===== src/hdl/sync_header_frame_parser_crc32_top_assert.svh =====
// ----------------------------------------------------------------------------
// Assertion macros for the sync header frame parser
// Shared wrappers for the concurrent checks in the parser top level.
// ----------------------------------------------------------------------------
`ifndef SYNC_HEADER_FRAME_PARSER_CRC32_TOP_ASSERT_SVH
`define SYNC_HEADER_FRAME_PARSER_CRC32_TOP_ASSERT_SVH

// Same-cycle implication, checked outside reset.
`define SHFP_ASSERT_NOW(label, ante, cons, msg) \
    label: assert property (@(posedge aclk) disable iff (!aresetn) (ante) |-> (cons)) \
        else $error(msg);

// Next-cycle implication, checked outside reset.
`define SHFP_ASSERT_NEXT(label, ante, cons, msg) \
    label: assert property (@(posedge aclk) disable iff (!aresetn) (ante) |=> (cons)) \
        else $error(msg);

`endif


===== src/hdl/shfp_pkg.sv =====
// ----------------------------------------------------------------------------
// shfp_pkg
// Constants, types and the CRC-32 byte update shared by the frame parser.
// ----------------------------------------------------------------------------
package shfp_pkg;

    localparam logic [7:0]  SYNC1          = 8'hAA;
    localparam logic [7:0]  SYNC2          = 8'h44;
    localparam logic [7:0]  SYNC3          = 8'h18;
    localparam logic [31:0] CRC_INIT       = 32'hFFFF_FFFF;
    localparam logic [31:0] CRC_POLY       = 32'hEDB8_8320;
    localparam logic [15:0] CRC_BYTES      = 16'd4;
    localparam logic [4:0]  HEADER_BYTES   = 5'd20;
    localparam logic [4:0]  LEN_LO_OFS     = 5'd12;
    localparam logic [4:0]  LEN_HI_OFS     = 5'd13;

    typedef enum logic [2:0] {
        ROLE_DISCARD = 3'd0,
        ROLE_SYNC    = 3'd1,
        ROLE_HEADER  = 3'd2,
        ROLE_PAYLOAD = 3'd3,
        ROLE_CRC     = 3'd4
    } role_t;

    typedef struct packed {
        logic [15:0] payload_length;
        logic        crc_good;
        logic        frame_end;
        logic        frame_start;
        role_t       byte_role;
        logic [7:0]  byte_echo;
    } shfp_result_t;

    // Reflected CRC-32, one byte; unrolls into an XOR tree.
    function automatic logic [31:0] crc_byte(input logic [31:0] crc_in,
                                             input logic [7:0]  data);
        logic [31:0] c;
        c = crc_in ^ {24'd0, data};
        for (int i = 0; i < 8; i++) begin
            c = c[0] ? ((c >> 1) ^ CRC_POLY) : (c >> 1);
        end
        return c;
    endfunction

    // Register value after the first sync byte of a frame.
    localparam logic [31:0] CRC_AFTER_SYNC1 = crc_byte(CRC_INIT, SYNC1);

endpackage


===== src/hdl/sync_header_frame_parser_crc32_top.sv =====
// ----------------------------------------------------------------------------
// sync_header_frame_parser_crc32_top
// Sync-word framed byte parser with a reflected CRC-32 frame check.
// ----------------------------------------------------------------------------
// Usage: received bytes enter on the s_axis channel, one byte per beat. Every
// input beat produces exactly one output beat on the m_axis channel that
// echoes the byte together with its role in the frame (discarded, sync,
// header, payload or CRC), a frame-start flag on an accepted first sync byte,
// tlast on the last CRC byte, the CRC verdict and the payload length taken
// from the header. The cfg_wr_en / cfg_wr_data port sets ignore_crc; write it
// only while no beat is in flight.
// A byte is captured in the input register, and the parser then updates its
// state and loads the result register. Throughput is one byte per cycle
// while m_axis_tready is high, set by the byte-wide CRC update and frame
// state machine in the parser.
// A new byte is accepted while a result waits: the input register and the
// result register form a two-entry pipeline, so when the receiver stalls
// one more byte is taken before s_axis_tready falls. Nothing is dropped.
// Synchronous reset (aresetn low) empties both registers, returns the parser
// to the sync hunt with the CRC at all ones and clears ignore_crc.
// ----------------------------------------------------------------------------
`include "sync_header_frame_parser_crc32_top_assert.svh"

module sync_header_frame_parser_crc32_top (
    input  logic        aclk,
    input  logic        aresetn,
    // Configuration: ignore_crc.
    input  logic        cfg_wr_en,
    input  logic        cfg_wr_data,
    // Input stream.
    input  logic        s_axis_tvalid,
    output logic        s_axis_tready,
    input  logic [7:0]  s_axis_tdata,   // [7:0] rx_byte
    // Result stream.
    output logic        m_axis_tvalid,
    input  logic        m_axis_tready,
    output logic [23:0] m_axis_tdata,   // [7:0] byte_echo, [23:8] payload_length
    output logic [4:0]  m_axis_tuser,   // [2:0] byte_role, [3] frame_start, [4] crc_good
    output logic        m_axis_tlast    // frame_end
);
    import shfp_pkg::*;

    logic         ignore_crc_reg;
    logic         in_valid_reg;
    logic [7:0]   in_byte_reg;
    logic         out_valid_reg;
    logic         advance;
    logic         in_accept;
    shfp_result_t result;

    // The parser consumes the held byte whenever the result register is free
    // or is being emptied in this cycle.
    assign advance       = in_valid_reg && (!out_valid_reg || m_axis_tready);
    assign s_axis_tready = !in_valid_reg || advance;
    assign in_accept     = s_axis_tvalid && s_axis_tready;

    always_ff @(posedge aclk) begin
        if (!aresetn) begin
            ignore_crc_reg <= 1'b0;
            in_valid_reg   <= 1'b0;
            out_valid_reg  <= 1'b0;
        end else begin
            if (cfg_wr_en) begin
                ignore_crc_reg <= cfg_wr_data;
            end
            if (in_accept) begin
                in_valid_reg <= 1'b1;
            end else if (advance) begin
                in_valid_reg <= 1'b0;
            end
            if (advance) begin
                out_valid_reg <= 1'b1;
            end else if (m_axis_tready) begin
                out_valid_reg <= 1'b0;
            end
        end
    end

    // The byte itself needs no reset; it is qualified by in_valid_reg.
    always_ff @(posedge aclk) begin
        if (in_accept) begin
            in_byte_reg <= s_axis_tdata;
        end
    end

    shfp_parser u_parser (
        .aclk       (aclk),
        .aresetn    (aresetn),
        .step       (advance),
        .ignore_crc (ignore_crc_reg),
        .rx_byte    (in_byte_reg),
        .result     (result)
    );

    assign m_axis_tvalid = out_valid_reg;
    assign m_axis_tdata  = {result.payload_length, result.byte_echo};
    assign m_axis_tuser  = {result.crc_good, result.frame_start, result.byte_role};
    assign m_axis_tlast  = result.frame_end;

    // A byte held back by a stalled result register must stay put.
    `SHFP_ASSERT_NEXT(a_hold_input, in_valid_reg && !advance,
        in_valid_reg && $stable(in_byte_reg), "held input byte changed or was lost")
    // Every consumed byte shows up as a result in the next cycle.
    `SHFP_ASSERT_NEXT(a_advance_result, advance,
        m_axis_tvalid && (m_axis_tdata[7:0] == $past(in_byte_reg)),
        "consumed byte did not reach the result register")
    // The frame end can only be marked on a CRC byte.
    `SHFP_ASSERT_NOW(a_end_on_crc, m_axis_tvalid && m_axis_tlast,
        m_axis_tuser[2:0] == ROLE_CRC, "frame end on a byte that is not a CRC byte")
    // A frame start is a sync byte with the length not yet known.
    `SHFP_ASSERT_NOW(a_start_is_sync, m_axis_tvalid && m_axis_tuser[3],
        (m_axis_tuser[2:0] == ROLE_SYNC) && (m_axis_tdata[23:8] == 16'd0)
            && !m_axis_tlast,
        "frame start flag on an unexpected byte")

endmodule


===== src/hdl/shfp_parser.sv =====
// ----------------------------------------------------------------------------
// shfp_parser
// Frame state machine, CRC register and result register; one byte per step.
// ----------------------------------------------------------------------------
module shfp_parser (
    input  logic                  aclk,
    input  logic                  aresetn,
    input  logic                  step,
    input  logic                  ignore_crc,
    input  logic [7:0]            rx_byte,
    output shfp_pkg::shfp_result_t result
);
    import shfp_pkg::*;

    typedef enum logic [2:0] {
        PH_HUNT    = 3'd0,
        PH_SYNC2   = 3'd1,
        PH_SYNC3   = 3'd2,
        PH_HEADER  = 3'd3,
        PH_PAYLOAD = 3'd4,
        PH_CRC     = 3'd5
    } phase_t;

    phase_t       phase_reg, phase_next;
    logic [31:0]  crc_reg, crc_next;
    logic [4:0]   header_count_reg, header_count_next;
    logic [15:0]  bytes_left_reg, bytes_left_next;
    logic [7:0]   length_low_reg, length_low_next;
    logic [15:0]  length_reg, length_next;
    shfp_result_t result_reg, result_next;

    logic [31:0]  crc_upd;
    logic [4:0]   header_count_inc;
    logic         do_hunt;

    always_comb begin
        crc_upd           = crc_byte(crc_reg, rx_byte);
        header_count_inc  = header_count_reg + 5'd1;
        phase_next        = phase_reg;
        crc_next          = crc_reg;
        header_count_next = header_count_reg;
        bytes_left_next   = bytes_left_reg;
        length_low_next   = length_low_reg;
        length_next       = length_reg;
        do_hunt           = 1'b0;

        result_next.byte_echo      = rx_byte;
        result_next.byte_role      = ROLE_DISCARD;
        result_next.frame_start    = 1'b0;
        result_next.frame_end      = 1'b0;
        result_next.crc_good       = 1'b0;
        result_next.payload_length = length_reg;

        unique case (phase_reg)
            PH_SYNC2, PH_SYNC3: begin
                if (rx_byte == ((phase_reg == PH_SYNC2) ? SYNC2 : SYNC3)) begin
                    crc_next              = crc_upd;
                    header_count_next     = header_count_inc;
                    phase_next            = (phase_reg == PH_SYNC2) ? PH_SYNC3 : PH_HEADER;
                    result_next.byte_role = ROLE_SYNC;
                end else begin
                    do_hunt = 1'b1;
                end
            end
            PH_HEADER: begin
                crc_next              = crc_upd;
                header_count_next     = header_count_inc;
                result_next.byte_role = ROLE_HEADER;
                if (header_count_reg == LEN_LO_OFS) begin
                    length_low_next = rx_byte;
                end else if (header_count_reg == LEN_HI_OFS) begin
                    length_next = {rx_byte, length_low_reg};
                end
                if (header_count_inc >= HEADER_BYTES) begin
                    if (length_next == 16'd0) begin
                        // Empty payload: the CRC bytes follow the header directly.
                        crc_next        = crc_upd ^ CRC_INIT;
                        bytes_left_next = CRC_BYTES;
                        phase_next      = PH_CRC;
                    end else begin
                        bytes_left_next = length_next;
                        phase_next      = PH_PAYLOAD;
                    end
                end
            end
            PH_PAYLOAD: begin
                result_next.byte_role = ROLE_PAYLOAD;
                if (bytes_left_reg <= 16'd1) begin
                    crc_next        = crc_upd ^ CRC_INIT;
                    bytes_left_next = CRC_BYTES;
                    phase_next      = PH_CRC;
                end else begin
                    crc_next        = crc_upd;
                    bytes_left_next = bytes_left_reg - 16'd1;
                end
            end
            PH_CRC: begin
                crc_next              = crc_upd;
                result_next.byte_role = ROLE_CRC;
                if (bytes_left_reg <= 16'd1) begin
                    bytes_left_next       = 16'd0;
                    result_next.frame_end = 1'b1;
                    result_next.crc_good  = (crc_upd == 32'd0) || ignore_crc;
                    phase_next            = PH_HUNT;
                end else begin
                    bytes_left_next = bytes_left_reg - 16'd1;
                end
            end
            default: begin
                do_hunt = 1'b1;
            end
        endcase

        if (do_hunt) begin
            if (rx_byte == SYNC1) begin
                crc_next                = CRC_AFTER_SYNC1;
                header_count_next       = 5'd1;
                length_low_next         = 8'd0;
                length_next             = 16'd0;
                bytes_left_next         = 16'd0;
                phase_next              = PH_SYNC2;
                result_next.byte_role   = ROLE_SYNC;
                result_next.frame_start = 1'b1;
            end else begin
                phase_next            = PH_HUNT;
                result_next.byte_role = ROLE_DISCARD;
            end
        end

        result_next.payload_length = length_next;
    end

    always_ff @(posedge aclk) begin
        if (!aresetn) begin
            phase_reg        <= PH_HUNT;
            crc_reg          <= CRC_INIT;
            header_count_reg <= 5'd0;
            bytes_left_reg   <= 16'd0;
            length_low_reg   <= 8'd0;
            length_reg       <= 16'd0;
        end else if (step) begin
            phase_reg        <= phase_next;
            crc_reg          <= crc_next;
            header_count_reg <= header_count_next;
            bytes_left_reg   <= bytes_left_next;
            length_low_reg   <= length_low_next;
            length_reg       <= length_next;
            result_reg       <= result_next;
        end
    end

    assign result = result_reg;

endmodule

===== config.mk =====
export PLATFORM = sky130hd
export DESIGN_NAME = sync_header_frame_parser_crc32_top
export DESIGN_NICKNAME = d
export VERILOG_FILES = /design/src/hdl/shfp_pkg.sv /design/src/hdl/sync_header_frame_parser_crc32_top.sv /design/src/hdl/shfp_parser.sv
export VERILOG_INCLUDE_DIRS = /design/src /design/src/hdl
export SDC_FILE = /design/constraint.sdc
export NUM_CORES = 1
export LEC_CHECK = 0
export BUFFER_PORTS_ARGS = -buffer_cell sky130_fd_sc_hd__buf_2
export CORE_MARGIN = 2
export CORE_UTILIZATION = 40
export CTS_CLUSTER_SIZE = 14
export DETAILED_ROUTE_END_ITERATION = 8
export PLACE_DENSITY_LB_ADDON = 0.15
export SKIP_LAST_GASP = 1
export SYNTH_ARGS = -nofsm -noshare
export SYNTH_HDL_FRONTEND = slang
export SYNTH_HIERARCHICAL = 1
export SYNTH_SLANG_ARGS = --single-unit
export TNS_END_PERCENT = 5

===== constraint.sdc =====
create_clock -name aclk -period 3.5 [get_ports aclk]
set_clock_uncertainty 0.05 [all_clocks]
set_input_delay 0.875 -clock aclk [delete_from_list [all_inputs] [get_ports aclk]]
set_output_delay 0.875 -clock aclk [all_outputs]
set_load 0.01 [all_outputs]

======== After elaboration in Yosys (flattened, before gate mapping) ========
Index checks and enable logic that the tools add are counted.
operators by class
  $add $sub $neg .......................... 2
  multipliers ............................. 0
  div/mod/pow operators ................... 0
  order comparisons ....................... 2
  equality and inequality tests ........... 13
  shift-type cells ........................ 0
  muxes and demuxes ....................... 57
  bitwise logic cells ..................... 10
  reduce and logical (&&, ||, !) cells .... 17
operators by type and width
  operator                                                                            count
  32-bit 2-to-1 mux                                                                   14
  16-bit 2-to-1 mux                                                                   12
  32-bit one-hot mux with 4 select lines                                              1
  13-bit NOT with 14-bit output                                                       8
  16-bit one-hot mux with 3 select lines                                              1
  32-bit logical NOT                                                                  1
  8-bit 2-to-1 mux                                                                    4
  32-bit NOT                                                                          1
  32-bit by 8-bit bitwise XOR with 32-bit output                                      1
  3-bit one-hot mux with 4 select lines                                               2
  3-bit 2-to-1 mux                                                                    6
  16-bit by 1-bit less-or-equal comparator with 1-bit output (second input constant)  1
  16-bit logical NOT                                                                  1
  16-bit by 1-bit subtractor with 16-bit output (second input constant)               1
  5-bit 2-to-1 mux                                                                    3
  3-bit by 1-bit != test with 1-bit output (second input constant)                    4
  1-bit 2-to-1 mux                                                                    11
  5-bit by 4-bit equality test with 1-bit output (second input constant)              2
  5-bit one-hot mux with 2 select lines                                               1
  8-bit equality test                                                                 1
  8-bit equality test (second input constant)                                         1
  7-bit 2-to-1 mux                                                                    1
  3-bit by 2-bit equality test with 1-bit output (second input constant)              2
  3-bit equality test (second input constant)                                         2
  other kinds (13)                                                                    19
word-level totals
  flip-flop bits (word level) ............. 121
  latch bits .............................. 0
  bits in writable memories ............... 0
  memory bits (read-only) ................. 0
  input port bits ......................... 14
  output and inout bits ................... 32
  word-level logic and storage cells ...... 117
  memories ................................ 0

======== Longest topological paths before layout ========
  word-level depth ........................ 23
  gate-level depth with buffers ........... 11
  depth with buffers taken out ............ 9

======== Cells and area by module ========
The synthesis kept the hierarchy.
by module, submodules not included
  module                              times used  cells each  area each (um2)  sequential area each (um2)
  shfp_parser                         1           803         6879.1           2502.4
  sync_header_frame_parser_crc32_top  1           20          380.4            300.3

======== Worst setup path before layout ========
No wires, ideal clock.
  path kind ............................... input-to-reg
  start ................................... in m_axis_tready
  end ..................................... reg u_parser.result_reg (netlist bit u_parser/result[0]), enable pin
  library setup time ...................... 406 ps
  arrival time ............................ 2691 ps
  data required time ...................... 3044 ps
  setup slack ............................. 352 ps
  stages on the path ...................... 5
  buffers on the path ..................... 2
  path through ............................ nor2b_4 nor2b_1 and2_1 clkbuf_1 clkbuf_1
on the way
  cells in the longest elaborated chain, start to end .. 3
RTL lines
  element                               RTL line                                  source
  from (decl)                           sync_header_frame_parser_crc32_top.sv:36  input logic m_axis_tready,
  1-bit logical OR                      sync_header_frame_parser_crc32_top.sv:53  assign advance = in_valid_reg && (!out_valid_reg || m_axis_tready);
  1-bit logical AND                     sync_header_frame_parser_crc32_top.sv:53
  via advance                           sync_header_frame_parser_crc32_top.sv:47  logic advance;
  2-bit AND reduction (no source line)  n/a
  to (signal assigned)                  shfp_parser.sv:148                        result_reg <= result_next;
  to (decl)                             shfp_parser.sv:30                         shfp_result_t result_reg, result_next;
The timed path passes the listed nets, and every way through them passes these cells.
A chain may end at the register's enable or synchronous reset.

======== Final worst setup path ========
  start ................................... reg in_byte_reg[1]
  end ..................................... reg u_parser.result_reg (netlist bit u_parser/result[13]) (data pin)
on the way
  cells in the longest elaborated chain, start to end .. 15
  elaborated cells between the ends (all ways) .. 17
  classes of those cells .................. 8 x mux; 7 x bitwise; 2 x reduce/logical
RTL lines
  element                                                                              RTL line                                  source
  from (decl)                                                                          sync_header_frame_parser_crc32_top.sv:45  logic [7:0] in_byte_reg;
  from (signal assigned)                                                               sync_header_frame_parser_crc32_top.sv:82  in_byte_reg <= s_axis_tdata;
  32-bit by 8-bit bitwise XOR with 32-bit output *                                     shfp_pkg.sv:38                            c = crc_in ^ {24'd0, data};
  32-bit 2-to-1 mux * (2 in series)                                                    shfp_pkg.sv:40                            c = c[0] ? ((c >> 1) ^ CRC_POLY) : (c >> 1);
  13-bit NOT with 14-bit output (no source line) or 32-bit 2-to-1 mux (tied branches)  n/a
  32-bit 2-to-1 mux * (2 in series)                                                    shfp_pkg.sv:40
  13-bit NOT with 14-bit output (no source line) or 32-bit 2-to-1 mux (tied branches)  n/a
  32-bit 2-to-1 mux *                                                                  shfp_pkg.sv:40
  13-bit NOT with 14-bit output (no source line) or 32-bit 2-to-1 mux (tied branches)  n/a
  32-bit 2-to-1 mux *                                                                  shfp_pkg.sv:40
  13-bit NOT with 14-bit output (no source line) or 32-bit 2-to-1 mux (tied branches)  n/a
  32-bit 2-to-1 mux * (2 in series)                                                    shfp_pkg.sv:40
  32-bit logical NOT *                                                                 shfp_parser.sv:103                        result_next.crc_good = (crc_upd == 32'd0) || ignore_crc;
  1-bit logical OR *                                                                   shfp_parser.sv:103
Every way passes the cells marked *; elsewhere a longest branch is shown, timed or not.

==> metrics.txt <==
power consumption 0.00444 W; part of the total power dissipated in combinational logic 0.233; Critical Path Sink Type flop; Max FO, Critical Path 9; post-route setup TNS 0 ns; kind of critical path reg2reg; synthesis-stage register bit count 121; wire per inst 20.8 um; final critical-path required period 3.09 ns; Seq pwr share 0.347; total of max-cap violations 0; dominant synthesized flop cell sky130_fd_sc_hd__dfxtp_1; Die Footprint 0.0192 sq mm; area of all placed cells without fillers 0.00841 sq mm; worst setup margin 0.413 ns; sequential cell area fraction in the yosys report 0.386; placeable core area 0.0179 sq mm; ratio of final minimum period to clock period 0.882; maximum VDD drop 0.000405 V; HPWL after detailed placement 16.0 mm; number of antenna violations at the first check in global routing 0; Finish-stage setup viols 0; top-area cell type share of the netlist area 0.229; XOR/XNOR share of the synthesized area 0.121; status finished clean; Post-Place Cells 1071; power per cell area 528 mW/mm^2; largest net degree at the start of global routing 46; starting density of the core 0.406; vias after detailed routing 6594; cell type with the largest total area after synthesis sky130_fd_sc_hd__dfxtp_1; residual overflow from global routing 0; RSZ-0062 raised after global routing false; DRC errors left 0; average footprint of a synthesized cell 8.82 sq um; register-to-register setup slack 0.41 ns; number of clock buffers inserted by TritonCTS 17; number of warning messages in the yosys log 6; Antenna Cells 0; sinks on the clock net 121; Slew @ Worst Pin 1.04 ns; area share of and/or/nand/nor cells after synthesis 0.176; path class of the lowest-slack min-delay path reg2reg; count of flip-flops with a built-in enable after synthesis 38; count of boundary I/O pins 46; share of synthesized area spent on multiplexers 0.0214; net switching component of the power 0.00139 W; Clock power frac 0.420; hold-fix buffer count after cts 0; Leak Pwr 3.27 nW; adder and majority cell fraction of the synthesized area 0.0103; vias in the first global route 6554; Critical Path Source Type flop; detailed-routing iteration count for the pre-antenna-repair pass 7; most frequent cell after synthesis sky130_fd_sc_hd__dfxtp_1; count of final max-slew check failures 0; TritonCTS clock tree built; area of the mapped netlist 0.00726 sq mm; Crit path arrival time 3.33 ns; proportion of register bits with asynchronous set or reset after synthesis 0; post-CTS clock slew at the launch and capture registers of the worst setup and hold paths 0.06 ns; first-pass GRT wire length 36.4 mm; number of flip-flops in the largest register 32; count of instances resized after the clock tree is built 0; layout net count 881; count of cell types in the netlist 75; Die Height 139 um; gate count after technology mapping 823; GRT Resource Usage Total 0.239; Layout Area Growth over Synthesis 15.8%; Post-DRT Antenna Nets 0; root buffer cell sky130_fd_sc_hd__clkbuf_16; net count of the mapped netlist 843; highest clock frequency the design can meet 324 MHz; worst-case clock buffer depth 2; total of buffers placed on input and output ports 45; share of the synthesized area in compound gates (AO/OA/AOI/OAI) 0.240; Area after DPL 0.00779 sq mm; DR vias/cell 5.98; Area contributors post-synth sky130_fd_sc_hd__dfxtp_1, sky130_fd_sc_hd__edfxtp_1, sky130_fd_sc_hd__o21ai_0; main combinational cell family by area after synthesis compound AO/OA/AOI/OAI gates; number of placement rows 49; die width 139 um; Setup WS pre-CTS 0.399 ns; number of H-tree levels 4; Final Non-Filler Cells 1103; total wire length after detailed routing 22.9 mm; required time of the worst setup path 3.74 ns; last weighted congestion value of the routability-driven placer 0.927; count of routing violations after the opening detailed-route iteration 457; internal power 0.00305 W; top post-synthesis cells by count sky130_fd_sc_hd__dfxtp_1, sky130_fd_sc_hd__nand2_1, sky130_fd_sc_hd__o21ai_0; number of buffers added for setup after CTS 0; fraction of final layout cells with drive strength greater than 1 0.156; worst slew margin relative to its limit 0.300; Final Hold Viols 0; insertion delay of the later-clocked pin in the worst-skew pair 0.43 ns; Sw Ratio 0.314; filler instances 1755
-- layer usage --
layer / share of wire / up-vias / global-route usage
met5: 0 / - / 0
met4: 0.035 / 0 / 0.113
met3: 0.046 / 45 / 0.0373
met2: 0.49 / 231 / 0.405
met1: 0.43 / 3195 / 0.300
li1: - / 3123 / -
-- per-stage QoR --
stage,hold slack (ns),utilization
2_1_floorplan,0.371,-
3_3_place_gp,0.408,0.435
3_5_place_dp,0.409,0.435
4_1_cts,0.418,0.470
5_1_grt,0.448,0.470
6_report,0.420,0.470
-- placed cells by master (no fill, tap or decap), types with 27 or more instances in the layout --
master	count
sky130_fd_sc_hd__a21oi_1	71
sky130_fd_sc_hd__a22o_1	30
sky130_fd_sc_hd__buf_2	45
sky130_fd_sc_hd__buf_4	31
sky130_fd_sc_hd__dfxtp_1	83
sky130_fd_sc_hd__edfxtp_1	38
sky130_fd_sc_hd__inv_1	27
sky130_fd_sc_hd__nand2_1	82
sky130_fd_sc_hd__nand3_1	34
sky130_fd_sc_hd__nor2_1	35
sky130_fd_sc_hd__nor3_1	27
sky130_fd_sc_hd__o21ai_0	75
sky130_fd_sc_hd__xnor2_1	42
-- kinds of logic (layout without fill, tap and decap cells) --
kind of cell,after synthesis,in the layout
flip-flops,121,121
AO/OA/AOI/OAI,273,273
multiplexers,15,15
XOR/XNOR,73,73
adder cells (fa/ha/maj),6,6
AND/OR/NAND/NOR,250,250
buffers and inverters,85,136
-- area by class of cell --
class | count | area (sq um) | share of cell area
Timing Repair Buffer | 76 | 458 | 0.0545
Sequential cell | 121 | 2800 | 0.333
Tap cell | 229 | 287 | 0.0341
Multi-Input combinational cell | 617 | 4130 | 0.492
Clock buffer | 19 | 464 | 0.0552
Clock inverter | 13 | 156 | 0.0186
Inverter | 28 | 105 | 0.0125
-- final timing paths --
path                  startpoint                  end  cells after the start
min          u_parser/crc_reg[9]  u_parser/crc_reg[9]                      2
max               in_byte_reg[1]  u_parser/result[13]                      7
max reg2reg       in_byte_reg[1]  u_parser/result[13]                      7
min reg2reg  u_parser/crc_reg[9]  u_parser/crc_reg[9]                      2
-- power groups by stage --
stage	clock (W)	combinational, W	sequential [W]
after floorplan	0	0.000784	0.00155
after global placement	0	0.00101	0.00157
after detailed placement	0	0.00102	0.00157
after CTS	0.00189	0.00103	0.00154
after global routing	0.00195	0.00113	0.00155
final	0.00186	0.00104	0.00154
-- critical path: stages (launching register included) --
cell                       delay, ns
sky130_fd_sc_hd__edfxtp_1       0.63
sky130_fd_sc_hd__xnor2_2        0.56
sky130_fd_sc_hd__xnor2_4        0.26
sky130_fd_sc_hd__xnor2_1        0.29
sky130_fd_sc_hd__or3_1          0.41
sky130_fd_sc_hd__a222oi_1       0.35
sky130_fd_sc_hd__and4b_1        0.28
sky130_fd_sc_hd__o21a_1         0.12
No activity file was read; power rests on OpenSTA's default activity.
